### src/hw/rtl/lpt_pkg.sv
// shared types, widths, register indexes and helpers for the luma preserving tint block
package lpt_pkg;

  // pixel channel and luma widths
  localparam int unsigned PixW   = 8;
  localparam int unsigned LumaW  = 8;
  localparam int unsigned ScaleW = 17;
  localparam int unsigned TermW  = 18;
  localparam int unsigned SumW   = 20;

  // configuration register indexes
  typedef enum logic [1:0] {
    REG_TINT_RED   = 2'd0,
    REG_TINT_GREEN = 2'd1,
    REG_TINT_BLUE  = 2'd2
  } reg_index_t;

  // per-channel chroma offsets, rounding constant folded in
  typedef struct packed {
    logic signed [TermW-1:0] red_term;
    logic signed [TermW-1:0] green_term;
    logic signed [TermW-1:0] blue_term;
  } chroma_terms_t;

  // stage load enables from the pipeline control
  typedef struct packed {
    logic load1;
    logic load2;
    logic load3;
  } pipe_ctrl_t;

  // floor divide by 256 then clamp to 0..255
  function automatic logic [PixW-1:0] clamp_pixel(input logic signed [SumW-1:0] sum);
    logic signed [SumW-9:0] shifted;
    logic [PixW-1:0] result;
    shifted = sum[SumW-1:8];
    if (shifted[SumW-9]) begin
      result = '0;
    end else if (|shifted[SumW-10:PixW]) begin
      result = '1;
    end else begin
      result = shifted[PixW-1:0];
    end
    return result;
  endfunction

endpackage

### src/hw/rtl/lpt_chroma.sv
// tint registers and the chroma terms derived from them
module lpt_chroma (
  input  logic                    clk,
  input  logic                    rst,
  input  logic                    cfg_write,
  input  logic [1:0]              cfg_index,
  input  logic [lpt_pkg::PixW-1:0] cfg_data,
  output lpt_pkg::chroma_terms_t  terms
);

  logic [lpt_pkg::PixW-1:0] tint_red;
  logic [lpt_pkg::PixW-1:0] tint_green;
  logic [lpt_pkg::PixW-1:0] tint_blue;
  logic signed [16:0] u_sum;
  logic signed [16:0] v_sum;
  logic signed [7:0] chroma_d;
  logic signed [7:0] chroma_e;
  lpt_pkg::chroma_terms_t terms_next;

  // register writes, unknown indexes are dropped
  always_ff @(posedge clk) begin
    if (rst) begin
      tint_red   <= '0;
      tint_green <= '0;
      tint_blue  <= '0;
    end else if (cfg_write) begin
      case (cfg_index)
        lpt_pkg::REG_TINT_RED:   tint_red   <= cfg_data;
        lpt_pkg::REG_TINT_GREEN: tint_green <= cfg_data;
        lpt_pkg::REG_TINT_BLUE:  tint_blue  <= cfg_data;
        default: ;
      endcase
    end
  end

  // u and v of the tint color, rounded
  assign u_sum = 17'sd128
               + 17'sd112 * $signed({9'd0, tint_blue})
               - 17'sd38  * $signed({9'd0, tint_red})
               - 17'sd74  * $signed({9'd0, tint_green});
  assign v_sum = 17'sd128
               + 17'sd112 * $signed({9'd0, tint_red})
               - 17'sd94  * $signed({9'd0, tint_green})
               - 17'sd18  * $signed({9'd0, tint_blue});

  // floor shift, upper bits are the centered chroma
  always_ff @(posedge clk) begin
    chroma_d <= u_sum[15:8];
    chroma_e <= v_sum[15:8];
  end

  // back-conversion offsets per output channel
  always_comb begin
    terms_next.red_term   = 18'sd128 + 18'sd409 * 18'(chroma_e);
    terms_next.green_term = 18'sd128 - 18'sd100 * 18'(chroma_d) - 18'sd208 * 18'(chroma_e);
    terms_next.blue_term  = 18'sd128 + 18'sd516 * 18'(chroma_d);
  end

  always_ff @(posedge clk) begin
    terms <= terms_next;
  end

endmodule

### src/hw/rtl/lpt_luma.sv
// first two pipeline stages: luma and its scaled form
module lpt_luma (
  input  logic                       clk,
  input  lpt_pkg::pipe_ctrl_t        ctrl,
  input  logic [lpt_pkg::PixW-1:0]   in_red,
  input  logic [lpt_pkg::PixW-1:0]   in_green,
  input  logic [lpt_pkg::PixW-1:0]   in_blue,
  output logic [lpt_pkg::ScaleW-1:0] luma_scaled
);

  logic [15:0] luma_sum;
  logic [lpt_pkg::LumaW-1:0] luma_c;

  // weighted sum with rounding, luma minus 16 is the upper byte
  assign luma_sum = 16'd128
                  + 16'd66  * 16'(in_red)
                  + 16'd129 * 16'(in_green)
                  + 16'd25  * 16'(in_blue);

  // stage one
  always_ff @(posedge clk) begin
    if (ctrl.load1) begin
      luma_c <= luma_sum[15:8];
    end
  end

  // stage two: luma gain
  always_ff @(posedge clk) begin
    if (ctrl.load2) begin
      luma_scaled <= 17'd298 * 17'(luma_c);
    end
  end

endmodule

### src/hw/rtl/lpt_recon.sv
// last stage: add chroma terms, scale down and clamp
module lpt_recon (
  input  logic                       clk,
  input  lpt_pkg::pipe_ctrl_t        ctrl,
  input  logic [lpt_pkg::ScaleW-1:0] luma_scaled,
  input  lpt_pkg::chroma_terms_t     terms,
  output logic [lpt_pkg::PixW-1:0]   out_red,
  output logic [lpt_pkg::PixW-1:0]   out_green,
  output logic [lpt_pkg::PixW-1:0]   out_blue
);

  logic signed [lpt_pkg::SumW-1:0] luma_ext;
  logic signed [lpt_pkg::SumW-1:0] red_sum;
  logic signed [lpt_pkg::SumW-1:0] green_sum;
  logic signed [lpt_pkg::SumW-1:0] blue_sum;

  // per-channel sums
  assign luma_ext  = $signed({3'd0, luma_scaled});
  assign red_sum   = luma_ext + 20'(terms.red_term);
  assign green_sum = luma_ext + 20'(terms.green_term);
  assign blue_sum  = luma_ext + 20'(terms.blue_term);

  // output register
  always_ff @(posedge clk) begin
    if (ctrl.load3) begin
      out_red   <= lpt_pkg::clamp_pixel(red_sum);
      out_green <= lpt_pkg::clamp_pixel(green_sum);
      out_blue  <= lpt_pkg::clamp_pixel(blue_sum);
    end
  end

endmodule

### src/hw/rtl/luma_preserving_tint.sv
// top level of the luma preserving tint pixel pipeline
//
// Recolors 8-bit RGB pixels: keeps each pixel's BT.601 luma and takes the
// chroma from the tint color held in three registers (red, green, blue at
// indexes 0, 1, 2 of the cfg port). cfg_ready is always high; write the tint
// only while no pixel is in flight.
// Input pixels arrive on in_valid/in_ready, results leave on out_valid/out_ready.
// The pipeline takes one pixel per clock while out_ready is high; its three
// register stages (luma, luma gain, chroma add and clamp) each hold one pixel
// with its own valid bit. When the receiver stalls, stages fill up behind the
// output register and in_ready drops only once every stage holds a pixel;
// nothing is lost or repeated. Reset clears all valid bits and the tint color
// to black; a tint write reaches the chroma terms through the tint register,
// the chroma_d/chroma_e register and the terms register.
module luma_preserving_tint (
  input  logic                     clk,
  input  logic                     rst,
  input  logic                     in_valid,
  output logic                     in_ready,
  input  logic [lpt_pkg::PixW-1:0] in_red,
  input  logic [lpt_pkg::PixW-1:0] in_green,
  input  logic [lpt_pkg::PixW-1:0] in_blue,
  output logic                     out_valid,
  input  logic                     out_ready,
  output logic [lpt_pkg::PixW-1:0] out_red,
  output logic [lpt_pkg::PixW-1:0] out_green,
  output logic [lpt_pkg::PixW-1:0] out_blue,
  input  logic                     cfg_valid,
  output logic                     cfg_ready,
  input  logic [1:0]               cfg_index,
  input  logic [lpt_pkg::PixW-1:0] cfg_data
);

  logic valid1;
  logic valid2;
  logic valid3;
  logic ready1;
  logic ready2;
  logic ready3;
  lpt_pkg::pipe_ctrl_t ctrl;
  lpt_pkg::chroma_terms_t terms;
  logic [lpt_pkg::ScaleW-1:0] luma_scaled;

  // stage advance: a stage moves when empty or when the next one moves
  assign ready3 = !valid3 || out_ready;
  assign ready2 = !valid2 || ready3;
  assign ready1 = !valid1 || ready2;

  assign ctrl.load1 = ready1 && in_valid;
  assign ctrl.load2 = ready2 && valid1;
  assign ctrl.load3 = ready3 && valid2;

  assign in_ready  = ready1;
  assign out_valid = valid3;
  assign cfg_ready = 1'b1;

  // valid bits travel with the data
  always_ff @(posedge clk) begin
    if (rst) begin
      valid1 <= 1'b0;
      valid2 <= 1'b0;
      valid3 <= 1'b0;
    end else begin
      if (ready1) valid1 <= in_valid;
      if (ready2) valid2 <= valid1;
      if (ready3) valid3 <= valid2;
    end
  end

  lpt_chroma u_chroma (
    .clk       (clk),
    .rst       (rst),
    .cfg_write (cfg_valid && cfg_ready),
    .cfg_index (cfg_index),
    .cfg_data  (cfg_data),
    .terms     (terms)
  );

  lpt_luma u_luma (
    .clk         (clk),
    .ctrl        (ctrl),
    .in_red      (in_red),
    .in_green    (in_green),
    .in_blue     (in_blue),
    .luma_scaled (luma_scaled)
  );

  lpt_recon u_recon (
    .clk         (clk),
    .ctrl        (ctrl),
    .luma_scaled (luma_scaled),
    .terms       (terms),
    .out_red     (out_red),
    .out_green   (out_green),
    .out_blue    (out_blue)
  );

endmodule
### config.mk
export PLATFORM = sky130hd
export DESIGN_NAME = luma_preserving_tint
export DESIGN_NICKNAME = d
export VERILOG_FILES = /design/src/hw/rtl/lpt_pkg.sv /design/src/hw/rtl/lpt_chroma.sv /design/src/hw/rtl/lpt_luma.sv /design/src/hw/rtl/lpt_recon.sv /design/src/hw/rtl/luma_preserving_tint.sv
export SDC_FILE = /design/constraint.sdc
export NUM_CORES = 1
export LEC_CHECK = 0
export BUFFER_PORTS_ARGS = -buffer_cell sky130_fd_sc_hd__buf_2
export CORE_MARGIN = 2
export CORE_UTILIZATION = 50
export CTS_CLUSTER_DIAMETER = 60
export DETAILED_ROUTE_END_ITERATION = 12
export PLACE_DENSITY = 0.69
export SLEW_MARGIN = 20
export SYNTH_ARGS = -nofsm -noshare
export SYNTH_HDL_FRONTEND = slang
export SYNTH_SLANG_ARGS = --single-unit
### constraint.sdc
create_clock -name clk -period 6.1 [get_ports clk]
set_input_delay 0.61 -clock clk [delete_from_list [all_inputs] [get_ports clk]]
set_output_delay 0.61 -clock clk [all_outputs]
set_load 0.02 [all_outputs]
; After elaboration in Yosys (flattened, before gate mapping)
; Index checks and enable logic that the tools add are counted.
[word_totals]
in_bits = 39
reg_bits = 145
[op_classes]
addsub = 16
muxes = 3
n_reduce_logical = 16
eq_ne = 2
multipliers = 14
[op_table]
columns = op, n
row1 = 16-bit subtractor, 4
row2 = 18-bit by 18-bit adder with 19-bit output, 3
row3 = 6-bit by 8-bit multiplier with 14-bit output (first input constant), 4
row4 = 5-bit by 8-bit multiplier with 13-bit output (first input constant), 3
row5 = 9-bit by 18-bit adder with 18-bit output (first input constant), 2
row6 = 9-bit by 16-bit adder with 16-bit output (first input constant), 2
row7 = 8-bit by 8-bit multiplier with 16-bit output (first input constant), 2
row8 = 8-bit 2-to-1 mux, 3
row9 = 3-bit by 8-bit multiplier with 11-bit output (first input constant), 2
row10 = 10-bit by 8-bit multiplier with 18-bit output (first input constant), 1
row11 = 18-bit subtractor, 1
row12 = 9-bit by 18-bit subtractor with 18-bit output (first input constant), 1
row13 = 16-bit by 13-bit adder with 16-bit output, 1
row14 = 16-bit adder, 1
row15 = 8-bit by 15-bit adder with 16-bit output (first input constant), 1
row16 = 9-bit by 8-bit multiplier with 16-bit output (first input constant), 1
row17 = 4-bit by 8-bit multiplier with 12-bit output (first input constant), 1
row18 = 3-bit OR reduction, 3
row19 = 2-bit AND reduction, 3
row20 = 1-bit logical AND, 3
row21 = 1-bit logical NOT, 3
row22 = 1-bit logical OR, 3
row23 = 2-bit by 1-bit == test with 1-bit output (second input constant), 1
row24 = 2-bit == test (second input constant), 1
row25 = 2-bit logical NOT, 1

; Logic depth before layout (Yosys ltp)
; Gate-level depths: netlist of the first run.
[logic_depth]
word_depth = 5
ltp_mapped = 23
depth_no_buf = 23

; By module
; From an unflattened synthesis of the first run, not the netlist that was laid out.
[unflattened]
hier_cells = 1808
area_unflattened_um2 = 17734.5
[modules_own_cells]
columns = mod, area_per_inst_um2, seq_area_each_um2, cells_each, n_inst
row1 = lpt_chroma, 11436.0, 1781.7, 1193, 1
row2 = lpt_luma, 3647.2, 720.7, 337, 1
row3 = lpt_recon, 2506.2, 720.7, 261, 1
row4 = luma_preserving_tint, 145.1, 60.1, 17, 1

; Least setup slack after synthesis of the first run
; No wires, ideal clock.
[synth_timing]
path_kind = input port to flip-flop
start = input port in_red[2] (netlist bit)
end = register u_luma.luma_c[7] (netlist bit) (data pin)
path_slack_ns = 0.367
path_stages = 17
required_time_ns = 5.840
arrival_time_ns = 5.473
cell_sequence = ha_1 > ha_1 > ha_1 > inv_1 > fa_1 > inv_1 > ha_1 > fa_1 > fa_1 > fa_1 > ha_1 > or3_1 > a2111oi_2 > nor3_1 > a2111oi_2 > o21ai_1 > xnor2_1
[synth_between]
elab_chain_cells = 4
[synth_lines]
columns = element, line_no
row1 = "start, declared", luma_preserving_tint.sv:20  ; input logic [lpt_pkg::PixW-1:0] in_red,
row2 = 6-bit by 8-bit multiplier with 14-bit output, lpt_luma.sv:16  ; + 16'd66 * 16'(in_red)
row3 = 8-bit by 15-bit adder with 16-bit output, lpt_luma.sv:16
row4 = 16-bit adder, lpt_luma.sv:17  ; + 16'd129 * 16'(in_green)
row5 = 16-bit by 13-bit adder with 16-bit output, lpt_luma.sv:18  ; + 16'd25 * 16'(in_blue);
row6 = via u_luma.luma_sum[15], lpt_luma.sv:11  ; logic [15:0] luma_sum;
row7 = "end signal, assigned", lpt_luma.sv:23  ; luma_c <= luma_sum[15:8];
row8 = "end, declared", lpt_luma.sv:12  ; logic [lpt_pkg::LumaW-1:0] luma_c;
; The timed path passes the listed nets, and every way through them passes these cells.
; A chain may end at the register's enable or synchronous reset.

; Final worst setup path of the first run
[layout_timing]
start = register u_chroma.tint_green[2] (netlist bit)
end = register u_chroma.chroma_e[7]
[layout_between]
elab_chain_cells = 3
[layout_lines]
columns = element, line_no
row1 = "start, declared", lpt_chroma.sv:12  ; logic [lpt_pkg::PixW-1:0] tint_green;
row2 = "start signal, assigned", lpt_chroma.sv:29  ; lpt_pkg::REG_TINT_GREEN: tint_green <= cfg_data;
row3 = 6-bit by 8-bit multiplier with 14-bit output, lpt_chroma.sv:43  ; - 17'sd94 * $signed({9'd0, tint_green})
row4 = 16-bit subtractor, lpt_chroma.sv:43
row5 = 16-bit subtractor, lpt_chroma.sv:44  ; - 17'sd18 * $signed({9'd0, tint_blue});
row6 = via u_chroma.v_sum[15], lpt_chroma.sv:15  ; logic signed [16:0] v_sum;
row7 = "end signal, assigned", lpt_chroma.sv:49  ; chroma_e <= v_sum[15:8];
row8 = "end, declared", lpt_chroma.sv:17  ; logic signed [7:0] chroma_e;
; The timed path passes the listed nets, and every way through them passes these cells.

==> results.cfg, run 1 <==
[sta]
skew_ns = 0.0114
worstMarginPinSlew_ns = 0.772
worst_slack_ns = 0.423
setup_viol = 0
finalHoldViolCount = 0
rsz0062_at_grt = false
slew_violations = 0
max-slew-margin-rel = 0.483
timing.final.crit_share = 0.931
final.min_clock_period_ns = 5.68
fmax_mhz = 176

[die]
chipWidth_um = 193
fp-row-count = 69
start_util = 0.504
ios = 66
die_y_um = 193
dieArea_um2 = 37100
core_area_um2 = 35300

[finish]
multi_input_area_um2 = 13300
nets = 2533
syn_to_final_growth_pct = 8.40
num_antenna_cells = 0
finalInstanceArea_um2 = 19300
drive_above_1_share = 0.0636
seqCellArea_um2 = 3260
nFillCells = 3107

[worst_setup_path]
crit_path_max_incr_delay_ns = 0.55
regToRegEndpoint = u_chroma.chroma_e[7]$_DFF_P_
critPathCaptureType = register
path_cells = inv_1, fa_1, inv_1, ha_1, fa_1, fa_1, a21o_1, a21oi_1, xnor2_1, fa_1, inv_1, ha_1, ha_1, a21oi_1, o21ai_0, o21ai_0, a21oi_1, o41a_1, a21oi_1, xnor2_1
cp.required_ns = 6.48
worstPathArrival_ns = 6.05
crit_path_max_fanout = 5
critical_path_class = register to register
r2r_cells = 20
reg2reg_setup_slack_ns = 0.42
critPathSlowestCell = fa_1
cp-start-kind = register
r2r-start = u_chroma.tint_green[2]$_SDFFE_PP0P_

[routing]
drt_iter0_drc = 451
wl_per_cell_um = 14.7
wl_met1_mm = 16.4
top_layer_used = met4
vias = 12700
wl_met2_mm = 17.0
ant_nets = 0
drc = 0
vias_per_cell = 5.31
dr.pass1.iters = 5
wl_mm = 35.2
wl_met3_mm = 1.08

[synthesis]
ys_ff_latch = 139
synthFlopType = dfxtp_1
synth_cells = 1843
postSynthAreaPerCell_um2 = 9.65
synth_nets = 2456
ys_seq_area_frac = 0.183
synth_area_um2 = 17800
ys_warn_count = 0
synth.distinct_cells = 73
async_flop_share = 0
synth-edff-count = 48

[global_routing]
grt_pass1_wl_mm = 60.7
grt_start_max_net_pins = 28
first_global_vias = 13000
overflow = 0
grt_antenna_before_repair = 2
grt_usage = 0.204

[cts]
cts_made_buffers = 17
clock-root-buffer = clkbuf_16
cts_resized = 0
clk_path_buf_depth = 2
htree_levels = 4
cts_setup_buffers = 0
cts_sinks = 139
clk_latency_ns = 0.45
hold_buffers = 0
cts_tree = built
clk_pin_slew_ns = 0.06

[placed_design]
dp_slack_ns = -0.0549
place_congestion = 0.885
port_buffers = 64
dpl.hpwl_mm = 30.3
place_area_um2 = 18700

[min_path]
min_path_type = primary input to register
whs_path_depth = 3
min_to = valid1$_SDFFE_PP0N_
worstHoldStart = in_valid

[status]
run_status = finished, final reports clean

[flow_run]
cap_violations = 0
[per-layer routing]
metal | up-vias | GRT usage
met5 | - | 0
met1 | 5963 | 0.256
met3 | 48 | 0.0366
li1 | 6505 | -
met4 | 0 | 0.0625
met2 | 185 | 0.356
[stage by stage]
stage               hold slack, ns  setup TNS (ns)  std cells   util
detailed placement           0.449          -0.111       2362  0.529
finish                       0.424               0       2394  0.546
global route                 0.431               0       2394  0.546
global placement             0.454               0       2362  0.529
CTS                          0.401               0       2394  0.546
floorplan                    0.387               0       1843      -
[worst max-delay path by stage]
stage / cells past startpoint / start / endpoint / slack (ns)
after floorplan: 17 / in_red[2] / u_luma.luma_c[7]$_DFFE_PP_ / 0.37
after global placement: 18 / in_red[2] / u_luma.luma_c[7]$_DFFE_PP_ / 0.10
after detailed placement: 18 / in_red[2] / u_luma.luma_c[7]$_DFFE_PP_ / -0.05
after CTS: 20 / u_chroma.tint_green[2]$_SDFFE_PP0P_ / u_chroma.chroma_e[7]$_DFF_P_ / 0.43
after global routing: 20 / u_chroma.tint_green[2]$_SDFFE_PP0P_ / u_chroma.chroma_e[7]$_DFF_P_ / 0.09
final: 20 / u_chroma.tint_green[2]$_SDFFE_PP0P_ / u_chroma.chroma_e[7]$_DFF_P_ / 0.42
[cell type report]
class                   instances  area share
clock buffers                  18      0.0234
clock inverters                14     0.00765
inverters                     301      0.0586
multi-input cells            1390       0.692
flip-flops and latches        139       0.169
well taps                     461      0.0299
repair buffers                 71      0.0193
[flip-flops by register name, summed over array words and instances (netlist names)]
| signal | count |
|---|---|
| out_valid | 1 |
| u_chroma.chroma_d | 8 |
| u_chroma.chroma_e | 8 |
| u_chroma.terms | 48 |
| u_chroma.tint_blue | 8 |
| u_chroma.tint_green | 8 |
| u_chroma.tint_red | 8 |
| u_luma.luma_c | 8 |
| u_luma.luma_scaled | 16 |
| u_recon.out_blue | 8 |
| u_recon.out_green | 8 |
| u_recon.out_red | 8 |
| valid1 | 1 |
| valid2 | 1 |
[placed cells by master (no fill, tap or decap), types with 4 or more instances in the layout]
master	synthesis	final
nand3_1	25	25
buf_4	2	7
clkbuf_16	0	18
nor2_1	93	93
fa_1	124	124
nand2b_1	12	12
ha_1	450	450
o21bai_1	26	26
xnor2_1	93	93
inv_6	0	5
a21o_1	35	35
mux2i_1	22	22
nor2b_1	14	13
nor4_1	5	5
a21boi_0	6	5
nand3b_1	8	8
a21oi_1	124	124
and3_1	9	9
nand4_1	14	14
or3_1	8	8
o31a_1	5	5
a31oi_1	4	4
o21ai_0	60	60
nor3_1	22	22
o21a_1	26	26
and2_1	5	5
o211ai_1	4	4
buf_2	0	64
nor3b_1	4	4
inv_1	300	300
o31ai_1	4	4
a211oi_1	9	9
nand4b_1	5	5
nand2_1	66	66
dfxtp_1	91	91
xor2_1	49	49
edfxtp_1	48	48
[synth_stat cells (5+ instances only)]
library cell,instances,area share
ha_1,450,0.32
inv_1,300,0.063
a21oi_1,124,0.035
fa_1,124,0.14
nor2_1,93,0.020
xnor2_1,93,0.046
dfxtp_1,91,0.10
nand2_1,66,0.014
o21ai_0,60,0.017
xor2_1,49,0.024
edfxtp_1,48,0.081
a21o_1,35,0.015
o21a_1,26,0.011
o21bai_1,26,0.011
nand3_1,25,0.0070
mux2i_1,22,0.012
nor3_1,22,0.0062
nand4_1,14,0.0049
nor2b_1,14,0.0049
nand2b_1,12,0.0042
clkbuf_1,11,0.0023
a211oi_1,9,0.0038
and3_1,9,0.0032
nand3b_1,8,0.0034
or3_1,8,0.0028
a21boi_0,6,0.0025
and2_1,5,0.0018
nand4b_1,5,0.0025
nor4_1,5,0.0018
o31a_1,5,0.0025
[worst max-delay path: cells and delay by family (launching register included)]
kind / cells / cell delay (ns)
adders and majority gates: 7 / 3.02
AOI/OAI and AO/OA: 8 / 1.62
buffers and inverters: 3 / 0.24
DFF: 1 / 0.42
xor gates and xnor gates: 2 / 0.29
[cells by family after synthesis]
family	share of synthesized area
AO/OA/AOI/OAI	0.124
XOR/XNOR	0.0699
multiplexers	0.0124
AND/OR/NAND/NOR	0.0867
buffers and inverters	0.0667
adder cells (fa/ha/maj)	0.457
flip-flops	0.183
other	0.000211
Power of run 1 is left out: the tool's default activity adds up to more than one toggle a clock period on the data nets, which glitch-free logic cannot reach.
==> run 2, diff against run 1 <==
ABC_AREA = 1   (was unset)
==> run 2 against run 1 <==
Register-to-register slack improved by 0.23 ns. Die area grew 8.4%. Cell count rose by 25%. Critical endpoint unchanged.
==> results.cfg, run 2 <==
[status]
run_status = finished, final reports clean

[finish]
reg_top3 = u_chroma.terms x48, u_luma.luma_scaled x16
num_antenna_cells = 0
top_register = u_chroma.terms
largest_reg_flops = 48
drive_above_1_share = 0.0605
syn_to_final_growth_pct = 8.05
nFillCells = 3677
nets = 3063
mostFrequentLayoutCells = inv_1, ha_1, nand2_1
final_common_cell = inv_1
multi_input_area_um2 = 14200
seqCellArea_um2 = 3260

[die]
ios = 66
chipWidth_um = 201
dieArea_um2 = 40200
core_area_um2 = 38400
fp-row-count = 72
die_y_um = 201
start_util = 0.504

[routing]
drt_iter0_drc = 706
drc = 0
ant_nets = 0
vias_per_cell = 5.11
wl_mm = 42.0
wl_per_cell_um = 14.1
vias = 15200
dr.pass1.iters = 5

[sta]
final.min_clock_period_ns = 5.45
rsz0062_at_grt = false
worstMarginPinSlew_ns = 0.639
slew_violations = 0
max-slew-margin-rel = 0.574
finalSetupTns_ns = 0
setup_viol = 0
skew_ns = 0.00864
finalHoldViolCount = 0
fmax_mhz = 183
timing.final.crit_share = 0.894

[synthesis]
postSynthAreaPerCell_um2 = 8.15
synthTopCellsByCount = inv_1, ha_1, nand2_1
netlist.area_leader.share = 0.291
ys_top_cells_by_area = ha_1, fa_1, dfxtp_1
ys_ff_latch = 139
ys_seq_area_frac = 0.169
synth.distinct_cells = 48
synth_cells = 2373
synthFlopType = dfxtp_1
async_flop_share = 0
synth-edff-count = 48
synth_nets = 2986
ys_warn_count = 0
synth_top_area_cell = ha_1
yosysMostFrequentCell = inv_1
synth_area_um2 = 19300

[cts]
cts_sinks = 139
clk_pin_slew_ns = 0.07
cts_setup_buffers = 0
cts_made_buffers = 17
clock-root-buffer = clkbuf_16
cts_tree = built
clk_path_buf_depth = 2
cts_resized = 0
htree_levels = 4
clk_latency_ns = 0.45
hold_buffers = 0

[global_routing]
grt_start_max_net_pins = 28
first_global_vias = 15300
grt_usage = 0.218
grt_pass1_wl_mm = 72.2
grt_antenna_before_repair = 0
overflow = 0

[worst_setup_path]
cp-start-kind = register
worstPathArrival_ns = 5.83
critical_path_class = register to register
crit_path_max_fanout = 6
cp.required_ns = 6.47
critPathCaptureType = register

[min_path]
min_path_type = primary input to register

[placed_design]
port_buffers = 64
dpl.hpwl_mm = 36.5
place_congestion = 0.949

[flow_run]
cap_violations = 0
[run 2: changes by cell type after synthesis, moves of 25 or more]
cell     change
nand2_1    +339
inv_1      +177
nand3_1     +68
a21oi_1     +61
xnor2_1     -52
xor2_1      +48
nor2_1      +28
o21a_1      -25
[run 2: path summary, 6_finish.rpt]
check	slack, ns	from	cells after the start	endpoint
hold / removal	0.44	in_valid	3	valid1$_SDFFE_PP0N_
setup reg to reg	0.65	u_chroma.tint_green[6]$_SDFFE_PP0P_	23	u_chroma.chroma_e[7]$_DFF_P_
setup / recovery	0.65	u_chroma.tint_green[6]$_SDFFE_PP0P_	23	u_chroma.chroma_e[7]$_DFF_P_
hold reg to reg	0.49	u_chroma.chroma_e[1]$_DFF_P_	0	u_chroma.terms[37]$_DFF_P_
[run 2: critical path: stages (launching register included)]
cell and delay (ns):
dfxtp_1 0.47, inv_1 0.16, fa_1 0.52, fa_1 0.44, fa_1 0.54, inv_1 0.04
ha_1 0.35, a21oi_1 0.22, nand2_1 0.12, a21oi_1 0.22, nor2_1 0.07, o22ai_1 0.14
xor2_1 0.29, fa_1 0.44, inv_1 0.07, ha_1 0.23, ha_1 0.35, inv_1 0.07
o21bai_1 0.20, nand3_1 0.11, nand2_1 0.07, a21oi_1 0.04, nand2_1 0.09, xor2_1 0.13
[run 2: stage by stage]
step                      setup WS, ns  cell area (um2)  std cells   util  hold slack [ns]
after global placement           0.520            20300       2949  0.528            0.462
after floorplan                  0.863            19300       2373      -            0.387
after detailed placement         0.435            20300       2949  0.528            0.466
after global routing             0.218            20900       2981  0.544            0.452
final                            0.649            20900       2981  0.544            0.441
after CTS                        0.629            20900       2981  0.544            0.427
[run 2: kinds of logic after synthesis]
family / count (synthesis) / synth area share
other cells: 1 / 0.000194
fa+ha+maj: 574 / 0.420
flops: 139 / 0.169
compound gates: 328 / 0.0977
buf+inv: 489 / 0.0954
simple gates: 704 / 0.156
xor+xnor: 138 / 0.0625
[run 2: final cells by class]
| cell class | count | area share |
|---|---|---|
| tap | 518 | 0.0310 |
| clock inverter | 15 | 0.00881 |
| multi-input combinational | 1745 | 0.681 |
| inverter | 482 | 0.0866 |
| sequential | 139 | 0.156 |
| timing repair buffer | 65 | 0.0157 |
| clock buffer | 17 | 0.0204 |
[run 2: layer usage]
| metal | share of wire | up-vias | global-route usage |
|---|---|---|---|
| met5 | 0 | - | 0 |
| met4 | 0.021 | 0 | 0.0606 |
| met3 | 0.038 | 54 | 0.0292 |
| met2 | 0.48 | 305 | 0.384 |
| met1 | 0.46 | 6982 | 0.279 |
| li1 | - | 7894 | - |
Power of run 2 is left out for the same reason.
